### src/design/blp_pkg.sv
// ---------------------------------------------------------------------------
// blp_pkg: shared types and constants for the battery load protection block
// Register indexes, status codes, reset defaults, field widths and the
// structs that carry stage enables and per-channel trip results.
// ---------------------------------------------------------------------------
package blp_pkg;

   // Field widths
   localparam int ADC_W   = 10;
   localparam int RAW_W   = 18;
   localparam int MAG_W   = 17;
   localparam int LOAD_W  = 16;
   localparam int MV_W    = 15;
   localparam int TIME_W  = 32;
   localparam int DELAY_W = 16;
   localparam int NUM_ADC = 4;

   // Configuration port
   localparam int CSR_IDX_W  = 3;
   localparam int CSR_DATA_W = 17;

   localparam logic [CSR_IDX_W-1:0] CSR_CUTOFF   = 3'd0;
   localparam logic [CSR_IDX_W-1:0] CSR_RECOVERY = 3'd1;
   localparam logic [CSR_IDX_W-1:0] CSR_AC_LIMIT = 3'd2;
   localparam logic [CSR_IDX_W-1:0] CSR_DC_LIMIT = 3'd3;
   localparam logic [CSR_IDX_W-1:0] CSR_TOTAL    = 3'd4;
   localparam logic [CSR_IDX_W-1:0] CSR_RETRY    = 3'd5;
   localparam logic [CSR_IDX_W-1:0] CSR_NOISE    = 3'd6;

   // Register reset values
   localparam logic [MV_W-1:0]    CUTOFF_RST   = 15'd9900;
   localparam logic [MV_W-1:0]    RECOVERY_RST = 15'd11600;
   localparam logic [MAG_W-1:0]   AC_LIMIT_RST = 17'd28000;
   localparam logic [MAG_W-1:0]   DC_LIMIT_RST = 17'd15000;
   localparam logic [MAG_W-1:0]   TOTAL_RST    = 17'd30000;
   localparam logic [DELAY_W-1:0] RETRY_RST    = 16'd5000;
   localparam logic [MAG_W-1:0]   NOISE_RST    = 17'd900;

   // Tick status codes
   localparam logic [1:0] STATUS_NORMAL = 2'd0;
   localparam logic [1:0] STATUS_UNDERV = 2'd1;
   localparam logic [1:0] STATUS_HOLD   = 2'd2;

   // Voltage scaling: mv = sum * MV_SCALE / (n * ADC_FULL) + MV_OFFSET
   localparam int MV_SCALE  = 25000;
   localparam int ADC_FULL  = 1023;
   localparam int MV_OFFSET = 100;

   // Divide by 3: exact for values below 2^17
   localparam logic [LOAD_W-1:0] RECIP3 = 16'd43691;
   localparam int RECIP3_SHIFT = 17;

   // Load enables of the four pipeline stages
   typedef struct packed {
      logic s1;
      logic s2;
      logic s3;
      logic s4;
   } pipe_en_type;

   // One channel's outcome before the combined-current check
   typedef struct packed {
      logic              closed;
      logic [TIME_W-1:0] stamp;
      logic [LOAD_W-1:0] load;
   } lane_res_type;

endpackage

### src/design/blp_volt.sv
// ---------------------------------------------------------------------------
// blp_volt: battery voltage pipeline
// Sums the ADC samples, scales by the full-scale voltage and divides by the
// sample span through a reciprocal multiply with a one-step correction.
// ---------------------------------------------------------------------------
module blp_volt
   import blp_pkg::*;
#(
   parameter int SAMPLE_COUNT = 4
) (
   input  logic                          clock,
   input  pipe_en_type                   en,
   input  logic [NUM_ADC-1:0][ADC_W-1:0] samples,
   output logic [MV_W-1:0]               mv
);

   localparam int USED    = (SAMPLE_COUNT > NUM_ADC) ? NUM_ADC : SAMPLE_COUNT;
   localparam int DIV     = USED * ADC_FULL;
   localparam int SUM_W   = 12;
   localparam int X_W     = 27;
   localparam int SHIFT   = 27;
   localparam int MULT_W  = 18;
   localparam logic [MULT_W-1:0] MULT = MULT_W'((2 ** SHIFT) / DIV);
   localparam int PROD_W  = X_W + MULT_W;

   logic [SUM_W-1:0]  sum_c;
   logic [X_W-1:0]    x_in;
   logic [X_W-1:0]    x_s1_ff;
   logic [X_W-1:0]    x_s2_ff;
   logic [PROD_W-1:0] prod_c;
   logic [MV_W-1:0]   q0_s2_ff;
   logic [MV_W-1:0]   q0_s3_ff;
   logic [X_W-1:0]    qd_c;
   logic [X_W-1:0]    rem_s3_ff;
   logic [MV_W-1:0]   mv_ff;

   // Sum of the samples in use
   always_comb begin
      sum_c = '0;
      for (int i = 0; i < USED; i++) begin
         sum_c = sum_c + SUM_W'(samples[i]);
      end
   end

   assign x_in = X_W'(sum_c) * X_W'(MV_SCALE);

   // Stage 1: scaled sum
   always_ff @(posedge clock) begin
      if (en.s1) begin
         x_s1_ff <= x_in;
      end
   end

   // Stage 2: quotient estimate, low by at most one
   assign prod_c = PROD_W'(x_s1_ff) * PROD_W'(MULT);

   always_ff @(posedge clock) begin
      if (en.s2) begin
         x_s2_ff  <= x_s1_ff;
         q0_s2_ff <= prod_c[SHIFT +: MV_W];
      end
   end

   // Stage 3: remainder of the estimate
   assign qd_c = X_W'(q0_s2_ff) * X_W'(DIV);

   always_ff @(posedge clock) begin
      if (en.s3) begin
         q0_s3_ff  <= q0_s2_ff;
         rem_s3_ff <= x_s2_ff - qd_c;
      end
   end

   // Stage 4: correct and add the offset
   always_ff @(posedge clock) begin
      if (en.s4) begin
         mv_ff <= q0_s3_ff + MV_W'(rem_s3_ff >= X_W'(DIV)) + MV_W'(MV_OFFSET);
      end
   end

   assign mv = mv_ff;

endmodule

### src/design/blp_cond.sv
// ---------------------------------------------------------------------------
// blp_cond: load current conditioning lane
// Drops currents at or below the noise floor and divides the rest by three,
// aligned with the voltage pipeline.
// ---------------------------------------------------------------------------
module blp_cond
   import blp_pkg::*;
(
   input  logic              clock,
   input  pipe_en_type       en,
   input  logic [RAW_W-1:0]  raw,
   input  logic [MAG_W-1:0]  noise_floor,
   output logic [LOAD_W-1:0] load
);

   localparam int PROD_W = MAG_W + LOAD_W;

   logic [MAG_W-1:0]  gated_in;
   logic [MAG_W-1:0]  gated_ff;
   logic [PROD_W-1:0] prod_c;
   logic [LOAD_W-1:0] load_s2_ff;
   logic [LOAD_W-1:0] load_s3_ff;
   logic [LOAD_W-1:0] load_s4_ff;

   // Negative values never pass the floor
   assign gated_in = (!raw[RAW_W-1] && (raw[MAG_W-1:0] > noise_floor)) ?
                     raw[MAG_W-1:0] : '0;

   assign prod_c = PROD_W'(gated_ff) * PROD_W'(RECIP3);

   always_ff @(posedge clock) begin
      if (en.s1) begin
         gated_ff <= gated_in;
      end
      if (en.s2) begin
         load_s2_ff <= prod_c[RECIP3_SHIFT +: LOAD_W];
      end
      if (en.s3) begin
         load_s3_ff <= load_s2_ff;
      end
      if (en.s4) begin
         load_s4_ff <= load_s3_ff;
      end
   end

   assign load = load_s4_ff;

endmodule

### src/design/blp_trip.sv
// ---------------------------------------------------------------------------
// blp_trip: per-channel trip and re-arm decision
// Closes an armed relay, trips it on overcurrent and clears the stamp of an
// open relay once the retry delay has elapsed.
// ---------------------------------------------------------------------------
module blp_trip
   import blp_pkg::*;
(
   input  logic               pass,
   input  logic               relay,
   input  logic [TIME_W-1:0]  stamp,
   input  logic [LOAD_W-1:0]  cond_load,
   input  logic [MAG_W-1:0]   limit,
   input  logic [TIME_W-1:0]  now,
   input  logic [DELAY_W-1:0] retry,
   output lane_res_type       res
);

   logic              armed;
   logic              closed_c;
   logic [TIME_W-1:0] stamp_c;
   logic [LOAD_W-1:0] load_c;
   logic [TIME_W-1:0] elapsed_c;

   assign armed = (stamp == '0);

   always_comb begin
      closed_c = relay;
      stamp_c  = stamp;
      load_c   = '0;
      if (pass && armed) begin
         closed_c = 1'b1;
         load_c   = cond_load;
         if (MAG_W'(cond_load) > limit) begin
            closed_c = 1'b0;
            stamp_c  = now;
         end
      end
   end

   // Timeout on wrapping time, also for a trip taken in this tick
   assign elapsed_c = now - stamp_c;

   always_comb begin
      res.closed = closed_c;
      res.load   = load_c;
      res.stamp  = stamp_c;
      if (pass && !closed_c && (elapsed_c >= TIME_W'(retry))) begin
         res.stamp = '0;
      end
   end

endmodule

### src/design/battery_load_protection.sv
// ---------------------------------------------------------------------------
// battery_load_protection: battery undervoltage and load overcurrent guard
// Top level: stage control, configuration registers, relay and stamp state
// and the merge of both load channels.
// ---------------------------------------------------------------------------
// Usage:
//  req_* carries one control tick per transaction (four ADC samples, two raw
//  load currents, the millisecond time). rsp_* returns one result per tick.
//  csr_* writes a configuration register; it is always ready, and writes
//  are expected only while no tick is in flight.
//  Each tick passes the four-stage voltage divide (scale, reciprocal multiply,
//  remainder, correction) and then the output register. Throughput: one tick
//  per cycle while rsp_tready is high; relay and stamp state is updated in
//  the single output stage, so consecutive ticks follow directly.
//  Stall: when rsp_tready is low the output register holds its result and
//  the stages behind it keep filling; req_tready falls once all four stages
//  and the output register are occupied.
//  Reset: synchronous; clears the stage valids, opens both relays, arms both
//  channels and restores all configuration registers to their defaults.
// ---------------------------------------------------------------------------
module battery_load_protection
   import blp_pkg::*;
#(
   parameter int SAMPLE_COUNT = 4
) (
   input  logic                  clock,
   input  logic                  reset,
   // Tick input
   input  logic                  req_tvalid,
   output logic                  req_tready,
   // adc_sample_a[9:0], adc_sample_b[19:10], adc_sample_c[29:20],
   // adc_sample_d[39:30], ac_measured_ma[57:40], dc_measured_ma[75:58],
   // now_ms[107:76], zero fill[111:108]
   input  logic [111:0]          req_tdata,
   // Tick result
   output logic                  rsp_tvalid,
   input  logic                  rsp_tready,
   // ac_on[0], dc_on[1], battery_mv[16:2], ac_load_ma[32:17],
   // dc_load_ma[48:33], tick_status[50:49], zero fill[55:51]
   output logic [55:0]           rsp_tdata,
   // Configuration write
   input  logic                  csr_valid,
   output logic                  csr_ready,
   input  logic [CSR_IDX_W-1:0]  csr_index,
   input  logic [CSR_DATA_W-1:0] csr_data
);

   // Configuration registers
   logic [MV_W-1:0]    cutoff_ff;
   logic [MV_W-1:0]    recovery_ff;
   logic [MAG_W-1:0]   ac_limit_ff;
   logic [MAG_W-1:0]   dc_limit_ff;
   logic [MAG_W-1:0]   total_ff;
   logic [DELAY_W-1:0] retry_ff;
   logic [MAG_W-1:0]   noise_ff;

   // Stage control
   logic        v1_ff, v2_ff, v3_ff, v4_ff, out_valid_ff;
   logic        rdy1, rdy2, rdy3, rdy4, rdy_o;
   logic        adv_o;
   pipe_en_type en;

   // Datapath
   logic [NUM_ADC-1:0][ADC_W-1:0] samples;
   logic [TIME_W-1:0] now_s1_ff, now_s2_ff, now_s3_ff, now_s4_ff;
   logic [MV_W-1:0]   mv_s4;
   logic [LOAD_W-1:0] ac_cond, dc_cond;

   // Channel state
   logic              ac_relay_ff, dc_relay_ff;
   logic              ac_relay_in, dc_relay_in;
   logic [TIME_W-1:0] ac_stamp_ff, dc_stamp_ff;
   logic [TIME_W-1:0] ac_stamp_in, dc_stamp_in;

   // Merge
   logic              both_on, underv, hold_c, pass;
   logic [MAG_W-1:0]  total_sum;
   logic              over_total;
   lane_res_type      ac_res, dc_res;
   logic [LOAD_W-1:0] ac_load_in, dc_load_in;
   logic [1:0]        status_in;

   // Output register
   logic              ac_on_ff, dc_on_ff;
   logic [MV_W-1:0]   mv_out_ff;
   logic [LOAD_W-1:0] ac_load_ff, dc_load_ff;
   logic [1:0]        status_ff;

   // Configuration writes
   assign csr_ready = 1'b1;

   always_ff @(posedge clock) begin
      if (reset) begin
         cutoff_ff   <= CUTOFF_RST;
         recovery_ff <= RECOVERY_RST;
         ac_limit_ff <= AC_LIMIT_RST;
         dc_limit_ff <= DC_LIMIT_RST;
         total_ff    <= TOTAL_RST;
         retry_ff    <= RETRY_RST;
         noise_ff    <= NOISE_RST;
      end else if (csr_valid) begin
         case (csr_index)
            CSR_CUTOFF:   cutoff_ff   <= csr_data[MV_W-1:0];
            CSR_RECOVERY: recovery_ff <= csr_data[MV_W-1:0];
            CSR_AC_LIMIT: ac_limit_ff <= csr_data[MAG_W-1:0];
            CSR_DC_LIMIT: dc_limit_ff <= csr_data[MAG_W-1:0];
            CSR_TOTAL:    total_ff    <= csr_data[MAG_W-1:0];
            CSR_RETRY:    retry_ff    <= csr_data[DELAY_W-1:0];
            CSR_NOISE:    noise_ff    <= csr_data[MAG_W-1:0];
            default: ;
         endcase
      end
   end

   // Stage ready chain: a stage loads when empty or when it moves on
   assign rdy_o = !out_valid_ff || rsp_tready;
   assign rdy4  = !v4_ff || rdy_o;
   assign rdy3  = !v3_ff || rdy4;
   assign rdy2  = !v2_ff || rdy3;
   assign rdy1  = !v1_ff || rdy2;
   assign adv_o = v4_ff && rdy_o;

   assign req_tready = rdy1;
   assign en.s1 = rdy1;
   assign en.s2 = rdy2;
   assign en.s3 = rdy3;
   assign en.s4 = rdy4;

   always_ff @(posedge clock) begin
      if (reset) begin
         v1_ff        <= 1'b0;
         v2_ff        <= 1'b0;
         v3_ff        <= 1'b0;
         v4_ff        <= 1'b0;
         out_valid_ff <= 1'b0;
      end else begin
         if (rdy1) v1_ff <= req_tvalid;
         if (rdy2) v2_ff <= v1_ff;
         if (rdy3) v3_ff <= v2_ff;
         if (rdy4) v4_ff <= v3_ff;
         if (rdy_o) out_valid_ff <= v4_ff;
      end
   end

   // Time stamp follows the tick down the stages
   always_ff @(posedge clock) begin
      if (rdy1) now_s1_ff <= req_tdata[107:76];
      if (rdy2) now_s2_ff <= now_s1_ff;
      if (rdy3) now_s3_ff <= now_s2_ff;
      if (rdy4) now_s4_ff <= now_s3_ff;
   end

   // Voltage and current lanes
   assign samples[0] = req_tdata[9:0];
   assign samples[1] = req_tdata[19:10];
   assign samples[2] = req_tdata[29:20];
   assign samples[3] = req_tdata[39:30];

   blp_volt #(
      .SAMPLE_COUNT(SAMPLE_COUNT)
   ) u_volt (
      .clock   (clock),
      .en      (en),
      .samples (samples),
      .mv      (mv_s4)
   );

   blp_cond u_ac_cond (
      .clock       (clock),
      .en          (en),
      .raw         (req_tdata[57:40]),
      .noise_floor (noise_ff),
      .load        (ac_cond)
   );

   blp_cond u_dc_cond (
      .clock       (clock),
      .en          (en),
      .raw         (req_tdata[75:58]),
      .noise_floor (noise_ff),
      .load        (dc_cond)
   );

   // Battery level decision
   assign both_on = ac_relay_ff && dc_relay_ff;
   assign underv  = both_on && (mv_s4 <= cutoff_ff);
   assign hold_c  = !both_on && (mv_s4 < recovery_ff);
   assign pass    = !underv && !hold_c;

   blp_trip u_ac_trip (
      .pass      (pass),
      .relay     (ac_relay_ff),
      .stamp     (ac_stamp_ff),
      .cond_load (ac_cond),
      .limit     (ac_limit_ff),
      .now       (now_s4_ff),
      .retry     (retry_ff),
      .res       (ac_res)
   );

   blp_trip u_dc_trip (
      .pass      (pass),
      .relay     (dc_relay_ff),
      .stamp     (dc_stamp_ff),
      .cond_load (dc_cond),
      .limit     (dc_limit_ff),
      .now       (now_s4_ff),
      .retry     (retry_ff),
      .res       (dc_res)
   );

   // Merge both channels, combined overload trips both
   assign total_sum  = MAG_W'(ac_res.load) + MAG_W'(dc_res.load);
   assign over_total = total_sum >= total_ff;

   always_comb begin
      ac_relay_in = ac_relay_ff;
      dc_relay_in = dc_relay_ff;
      ac_stamp_in = ac_stamp_ff;
      dc_stamp_in = dc_stamp_ff;
      ac_load_in  = ac_res.load;
      dc_load_in  = dc_res.load;
      status_in   = STATUS_NORMAL;
      if (underv) begin
         ac_relay_in = 1'b0;
         dc_relay_in = 1'b0;
         status_in   = STATUS_UNDERV;
      end else if (hold_c) begin
         status_in   = STATUS_HOLD;
      end else begin
         ac_relay_in = ac_res.closed;
         dc_relay_in = dc_res.closed;
         ac_stamp_in = ac_res.stamp;
         dc_stamp_in = dc_res.stamp;
         if (over_total) begin
            ac_relay_in = 1'b0;
            dc_relay_in = 1'b0;
            ac_stamp_in = now_s4_ff;
            dc_stamp_in = now_s4_ff;
         end
      end
   end

   // Channel state advances with each delivered tick
   always_ff @(posedge clock) begin
      if (reset) begin
         ac_relay_ff <= 1'b0;
         dc_relay_ff <= 1'b0;
         ac_stamp_ff <= '0;
         dc_stamp_ff <= '0;
      end else if (adv_o) begin
         ac_relay_ff <= ac_relay_in;
         dc_relay_ff <= dc_relay_in;
         ac_stamp_ff <= ac_stamp_in;
         dc_stamp_ff <= dc_stamp_in;
      end
   end

   // Output register
   always_ff @(posedge clock) begin
      if (adv_o) begin
         ac_on_ff   <= ac_relay_in;
         dc_on_ff   <= dc_relay_in;
         mv_out_ff  <= mv_s4;
         ac_load_ff <= ac_load_in;
         dc_load_ff <= dc_load_in;
         status_ff  <= status_in;
      end
   end

   assign rsp_tvalid = out_valid_ff;
   assign rsp_tdata  = {5'b0, status_ff, dc_load_ff, ac_load_ff, mv_out_ff,
                        dc_on_ff, ac_on_ff};

   // A closed relay is always an armed channel
   a_closed_armed: assert property (@(posedge clock) disable iff (reset)
      (!ac_relay_ff || ac_stamp_ff == '0) && (!dc_relay_ff || dc_stamp_ff == '0))
      else $error("closed relay with a pending trip stamp");

   // Delivered relay flags match the state they leave behind
   a_state_out: assert property (@(posedge clock) disable iff (reset)
      adv_o |=> (ac_relay_ff == ac_on_ff) && (dc_relay_ff == dc_on_ff))
      else $error("relay state and result disagree");

   // Undervoltage cut opens both relays
   a_underv_open: assert property (@(posedge clock) disable iff (reset)
      (out_valid_ff && status_ff == STATUS_UNDERV) |-> (!ac_on_ff && !dc_on_ff))
      else $error("undervoltage result with a closed relay");

   // No load is reported outside the normal pass
   a_load_zero: assert property (@(posedge clock) disable iff (reset)
      (out_valid_ff && status_ff != STATUS_NORMAL) |->
      (ac_load_ff == '0 && dc_load_ff == '0))
      else $error("load reported during cut or hold");

   // Input stalls only with every stage occupied
   a_full_stall: assert property (@(posedge clock) disable iff (reset)
      !req_tready |-> (v1_ff && v2_ff && v3_ff && v4_ff && out_valid_ff))
      else $error("input stalled with an empty stage");

endmodule

### config.mk
export PLATFORM = sky130hd
export DESIGN_NAME = battery_load_protection
export DESIGN_NICKNAME = d
export VERILOG_FILES = /design/src/design/blp_pkg.sv /design/src/design/blp_volt.sv /design/src/design/blp_cond.sv /design/src/design/blp_trip.sv /design/src/design/battery_load_protection.sv
export SDC_FILE = /design/constraint.sdc
export NUM_CORES = 2
export LEC_CHECK = 0
export BUFFER_PORTS_ARGS = -buffer_cell sky130_fd_sc_hd__buf_2
export CAP_MARGIN = 20
export CORE_MARGIN = 3
export CORE_UTILIZATION = 60
export DETAILED_ROUTE_END_ITERATION = 8
export PLACE_DENSITY = 0.78
export SYNTH_ARGS = -nofsm -noshare
export SYNTH_HDL_FRONTEND = slang
export SYNTH_HIERARCHICAL = 1
export SYNTH_SLANG_ARGS = --single-unit
### constraint.sdc
create_clock -name clock -period 8.45 [get_ports clock]
set_input_delay 0.4225 -clock clock [delete_from_list [all_inputs] [get_ports clock]]
set_output_delay 0.4225 -clock clock [all_outputs]
set_load 0.01 [all_outputs]
==> impl.org <==
** Timing
- The final max-slew violation count came to 0.
- The number of hold violations in the final report was 0.
- Actual transition at the worst max-transition pin :: 1.22 ns
- Dividing the final minimum period by the clock period gives 0.933.
- For this run, the top clock speed supported by timing is 0.127 GHz.
- The worst pin sits at a relative slew slack of 0.177.
- RSZ-0062 raised after global routing :: no
- Between clock sinks in the finished design, the worst skew comes to 0.0261 ns.
- Setup violations remaining at the end of the flow were counted as 0.
- Accumulated negative setup slack :: 0 ns
- The worst path in the final design needs a cycle of 7.89 ns, including I/O delays and setup.

** Global route
- In the global route stage, overall resource usage came out at 0.293.
- Largest net degree at the start of global routing :: 96
- For this run the aggregate overflow at the end of global routing stands at 0.
- The number of antenna violations at the first check in global routing came to 5.
- The first global-routing pass estimated 200 mm of wire.
- The number of global-route vias before repair is 37,300.

** Logic synthesis
- After technology mapping, the gate count stands at 5,014.
- Syn. warnings :: 6
- Post-synth cell types :: 102
- Synthesized cell area :: 0.0498 mm2
- FFs w/ async S/R, synth :: 0
- By area, the combinational part of the netlist is dominated by adder cells.
- Counting flops with a built-in enable in the synthesized netlist gives 426.
- Most used flip-flop cell after synthesis :: sky130_fd_sc_hd__edfxtp_1
- Share of synthesized area occupied by flip-flops and latches :: 0.331
- Synth Area in Simple Gates :: 0.112
- Area fraction in compound gates after synthesis :: 0.134
- Arithmetic-cell share of the synthesized area counting full adders, half adders and majority gates :: 0.296
- The portion of synthesized area spent on multiplexers is 0.0163.
- Avg Synthesized Cell Area :: 9.93 um2
- In this run, synthesis produced a sequential element count of 611.
- Of the total synthesized cell area, the portion taken by XOR and XNOR cells is 0.0334.

** Placed design
- Estimated wirelength of the detail-placed design :: 98.3 mm
- At the end of routability-driven placement, the weighted congestion stood at 0.981.
- Input/output buffers :: 185

** Clocking
- Root Buffer Master :: sky130_fd_sc_hd__clkbuf_16
- The clock reaches the later pin of the worst-skew pair after 0.61 ns.
- Number of clock buffers inserted by TritonCTS :: 69
- TritonCTS built the clock tree.
- The clock drives 611 sinks.
- Reg clk slew, reported paths :: 0.06 ns
- Buffers from clock root to sink, at most :: 3
- The H-tree generated during clock tree synthesis spans 3 levels.

** Drt
- Using the TritonRoute via totals, the vias-per-cell ratio works out to 5.86.
- Routed via count :: 37,200
- Number of iterations in the first detailed-routing pass :: 5
- After the first detailed-routing iteration, the DRC count stood at 2,896.
- Remaining antenna violation count :: 0
- Dividing the detail-routed wire length by the instance count gives 19.9 um.
- Summed over all layers, the routed wires come to 127 mm.
- Drt drc :: 0

** Worst setup path
- Startpoint types :: flip-flop
- Startpoint of the most critical register-to-register path :: u_volt/mv[2]
- Reg2Reg Setup Slack :: 0.56 ns
- Max Fanout on Critical Path :: 13
- Counting stages on the worst path, the most repeated cell is sky130_fd_sc_hd__a21oi_1.
- The critical path in this run is classified as reg -> reg.
- Worst path max stage delay :: 1.08 ns
- Following the worst setup path forward leads to its endpoint at ac_stamp_ff[16].
- Tracing the worst setup path back leads to its startpoint at u_volt/mv[2].
- For the worst setup path, the data required time is 8.96 ns.
- Critical R2R Capture :: ac_stamp_ff[16]
- Data arrival time of the worst path :: 8.40 ns
- For the worst flop-to-flop path, the logic depth is 29.
- On the critical path, the stage with the largest delay is an instance of sky130_fd_sc_hd__nor4_1.
- The worst setup path is captured at a flip-flop.

** Hold path
- The tightest min-delay check is of the in -> reg type.

** Run
- Count of max-cap constraint violations :: 0

** Floorplan
- The floorplan step set the die width to 294 um.
- The total area inside the core boundary comes to 0.0821 mm2.
- The floorplan has 105 rows.
- For this configuration, the core starts out at a cell density of 0.607.
- During I/O placement, the number of pins put on the boundary was 196.
- Die height :: 294 um
- The floorplan step defined a die boundary enclosing 0.0865 mm2.

** Final layout
- Fraction of layout instances using a drive strength above 1 :: 0.0819
- The final layout contains 6,351 nets.
- Number of inserted filler cells in the final layout :: 6,327
- The top cell types in the final layout, fill and taps aside, are 832 x sky130_fd_sc_hd__inv_1, 693 x sky130_fd_sc_hd__ha_1, 426 x sky130_fd_sc_hd__edfxtp_1.
- The library cell used most frequently in the layout, excluding fill and tap cells, is sky130_fd_sc_hd__inv_1.
- Synthesis-to-finish area growth :: 9.87%

** Status
- The run finished with clean final reports.
worst min-delay path by stage:
| stage | from | slack, ns | cells past startpoint | endpoint |
|---|---|---|---|---|
| 5_1_grt | req_tdata[66] | 0.13 | 2 | u_dc_cond/gated_ff[8] |
| 4_1_cts | req_tdata[59] | 0.10 | 2 | u_dc_cond/gated_ff[1] |
| 3_3_place_gp | u_dc_cond/load_s2_ff[4] | 0.40 | 0 | u_dc_cond/load_s3_ff[4] |
| 2_1_floorplan | now_s1_ff[0] | 0.40 | 0 | now_s2_ff[0] |
| 6_report | req_tdata[59] | 0.13 | 2 | u_dc_cond/gated_ff[1] |
| 3_5_place_dp | now_s1_ff[30] | 0.40 | 0 | now_s2_ff[30] |
stage by stage:
stage	hold slack [ns]	cells	worst slack, ns	util	area [um2]
final	0.128	6347	0.564	0.666	54700
after global routing	0.126	6345	0.0450	0.666	54700
after CTS	0.102	6337	0.136	0.664	54500
after detailed placement	0.405	6177	0.0400	0.631	51800
after global placement	0.400	6177	0.240	0.631	51800
after floorplan	0.400	5018	0.785	-	49800
cell families after synthesis:
kind of cell	Yosys count
multiplexers	81
AO/OA/AOI/OAI	1006
buffers and inverters	973
XOR/XNOR	189
AND/OR/NAND/NOR	1152
flip-flops	611
other	2
adder cells (fa/ha/maj)	1000
timing repair:
| item | in CTS | in global routing |
|---|---|---|
| hold buffers | 32 | 0 |
| buffers inserted | 2 | 4 |
| gates resized for setup | 0 | 12 |
| hold endpoints to repair | 32 | 0 |
| pin swaps | 1 | 6 |
| setup endpoints to repair | 5 | 32 |
metal layers:
layer	vias to the layer above	track usage	wire length, um
met5	-	0	49
met4	8	0.108	5030
met3	280	0.0358	7470
met2	1195	0.499	61000
met1	18000	0.385	53000
li1	17700	-	-
cells in the mapped netlist, types with 25 or more instances:
master / n / share of area
sky130_fd_sc_hd__a211o_1: 25 / 0.0044
sky130_fd_sc_hd__a211oi_1: 87 / 0.013
sky130_fd_sc_hd__a21o_1: 145 / 0.022
sky130_fd_sc_hd__a21oi_1: 312 / 0.031
sky130_fd_sc_hd__a31oi_1: 34 / 0.0043
sky130_fd_sc_hd__and2_1: 55 / 0.0069
sky130_fd_sc_hd__and3_1: 27 / 0.0034
sky130_fd_sc_hd__clkbuf_1: 89 / 0.0067
sky130_fd_sc_hd__dfxtp_1: 185 / 0.074
sky130_fd_sc_hd__edfxtp_1: 426 / 0.26
sky130_fd_sc_hd__fa_1: 300 / 0.12
sky130_fd_sc_hd__ha_1: 694 / 0.17
sky130_fd_sc_hd__inv_1: 833 / 0.063
sky130_fd_sc_hd__mux2i_1: 79 / 0.016
sky130_fd_sc_hd__nand2_1: 388 / 0.029
sky130_fd_sc_hd__nand2b_1: 52 / 0.0065
sky130_fd_sc_hd__nand3_1: 66 / 0.0066
sky130_fd_sc_hd__nand3b_1: 27 / 0.0041
sky130_fd_sc_hd__nand4_1: 86 / 0.011
sky130_fd_sc_hd__nor2_1: 274 / 0.021
sky130_fd_sc_hd__nor2b_1: 40 / 0.0050
sky130_fd_sc_hd__nor3_1: 43 / 0.0043
sky130_fd_sc_hd__nor4_1: 25 / 0.0031
sky130_fd_sc_hd__o21a_1: 37 / 0.0056
sky130_fd_sc_hd__o21ai_0: 118 / 0.012
sky130_fd_sc_hd__o21ai_1: 55 / 0.0055
sky130_fd_sc_hd__o21bai_1: 25 / 0.0038
sky130_fd_sc_hd__xnor2_1: 120 / 0.021
sky130_fd_sc_hd__xor2_1: 68 / 0.012
area by class of cell:
| cell class | instances | area, um2 | share of cell area |
|---|---|---|---|
| clock buffers | 88 | 1920 | 0.0351 |
| well taps | 1070 | 1340 | 0.0245 |
| flip-flops and latches | 611 | 16500 | 0.301 |
| clock inverters | 38 | 423 | 0.00773 |
| multi-input cells | 3434 | 29700 | 0.542 |
| repair buffers | 270 | 1730 | 0.0316 |
| inverters | 834 | 3130 | 0.0573 |
| diodes | 2 | 5.00 | 0.0000915 |
worst max-delay path, delay by kind of cell (launching register included):
kind / cells / cell delay (ns)
compound gates: 12 / 2.62
buf+inv: 4 / 0.72
simple gates: 7 / 2.01
mux: 2 / 0.55
fa+ha+maj: 4 / 1.45
flops: 1 / 0.43
sequential cells by signal, summed over array words and instances (netlist names), 17 cells and up:
register	cells
ac_stamp_ff	32
dc_stamp_ff	32
now_s1_ff	32
now_s2_ff	32
now_s3_ff	32
now_s4_ff	32
u_volt/rem_s3_ff	24
u_volt/x_s1_ff	24
u_volt/x_s2_ff	24
ac_limit_ff	17
dc_limit_ff	17
noise_ff	17
total_ff	17
u_ac_cond/gated_ff	17
u_dc_cond/gated_ff	17
Power is left out: the tool's default activity adds up to more than one toggle a clock period on the data nets, which glitch-free logic cannot reach.
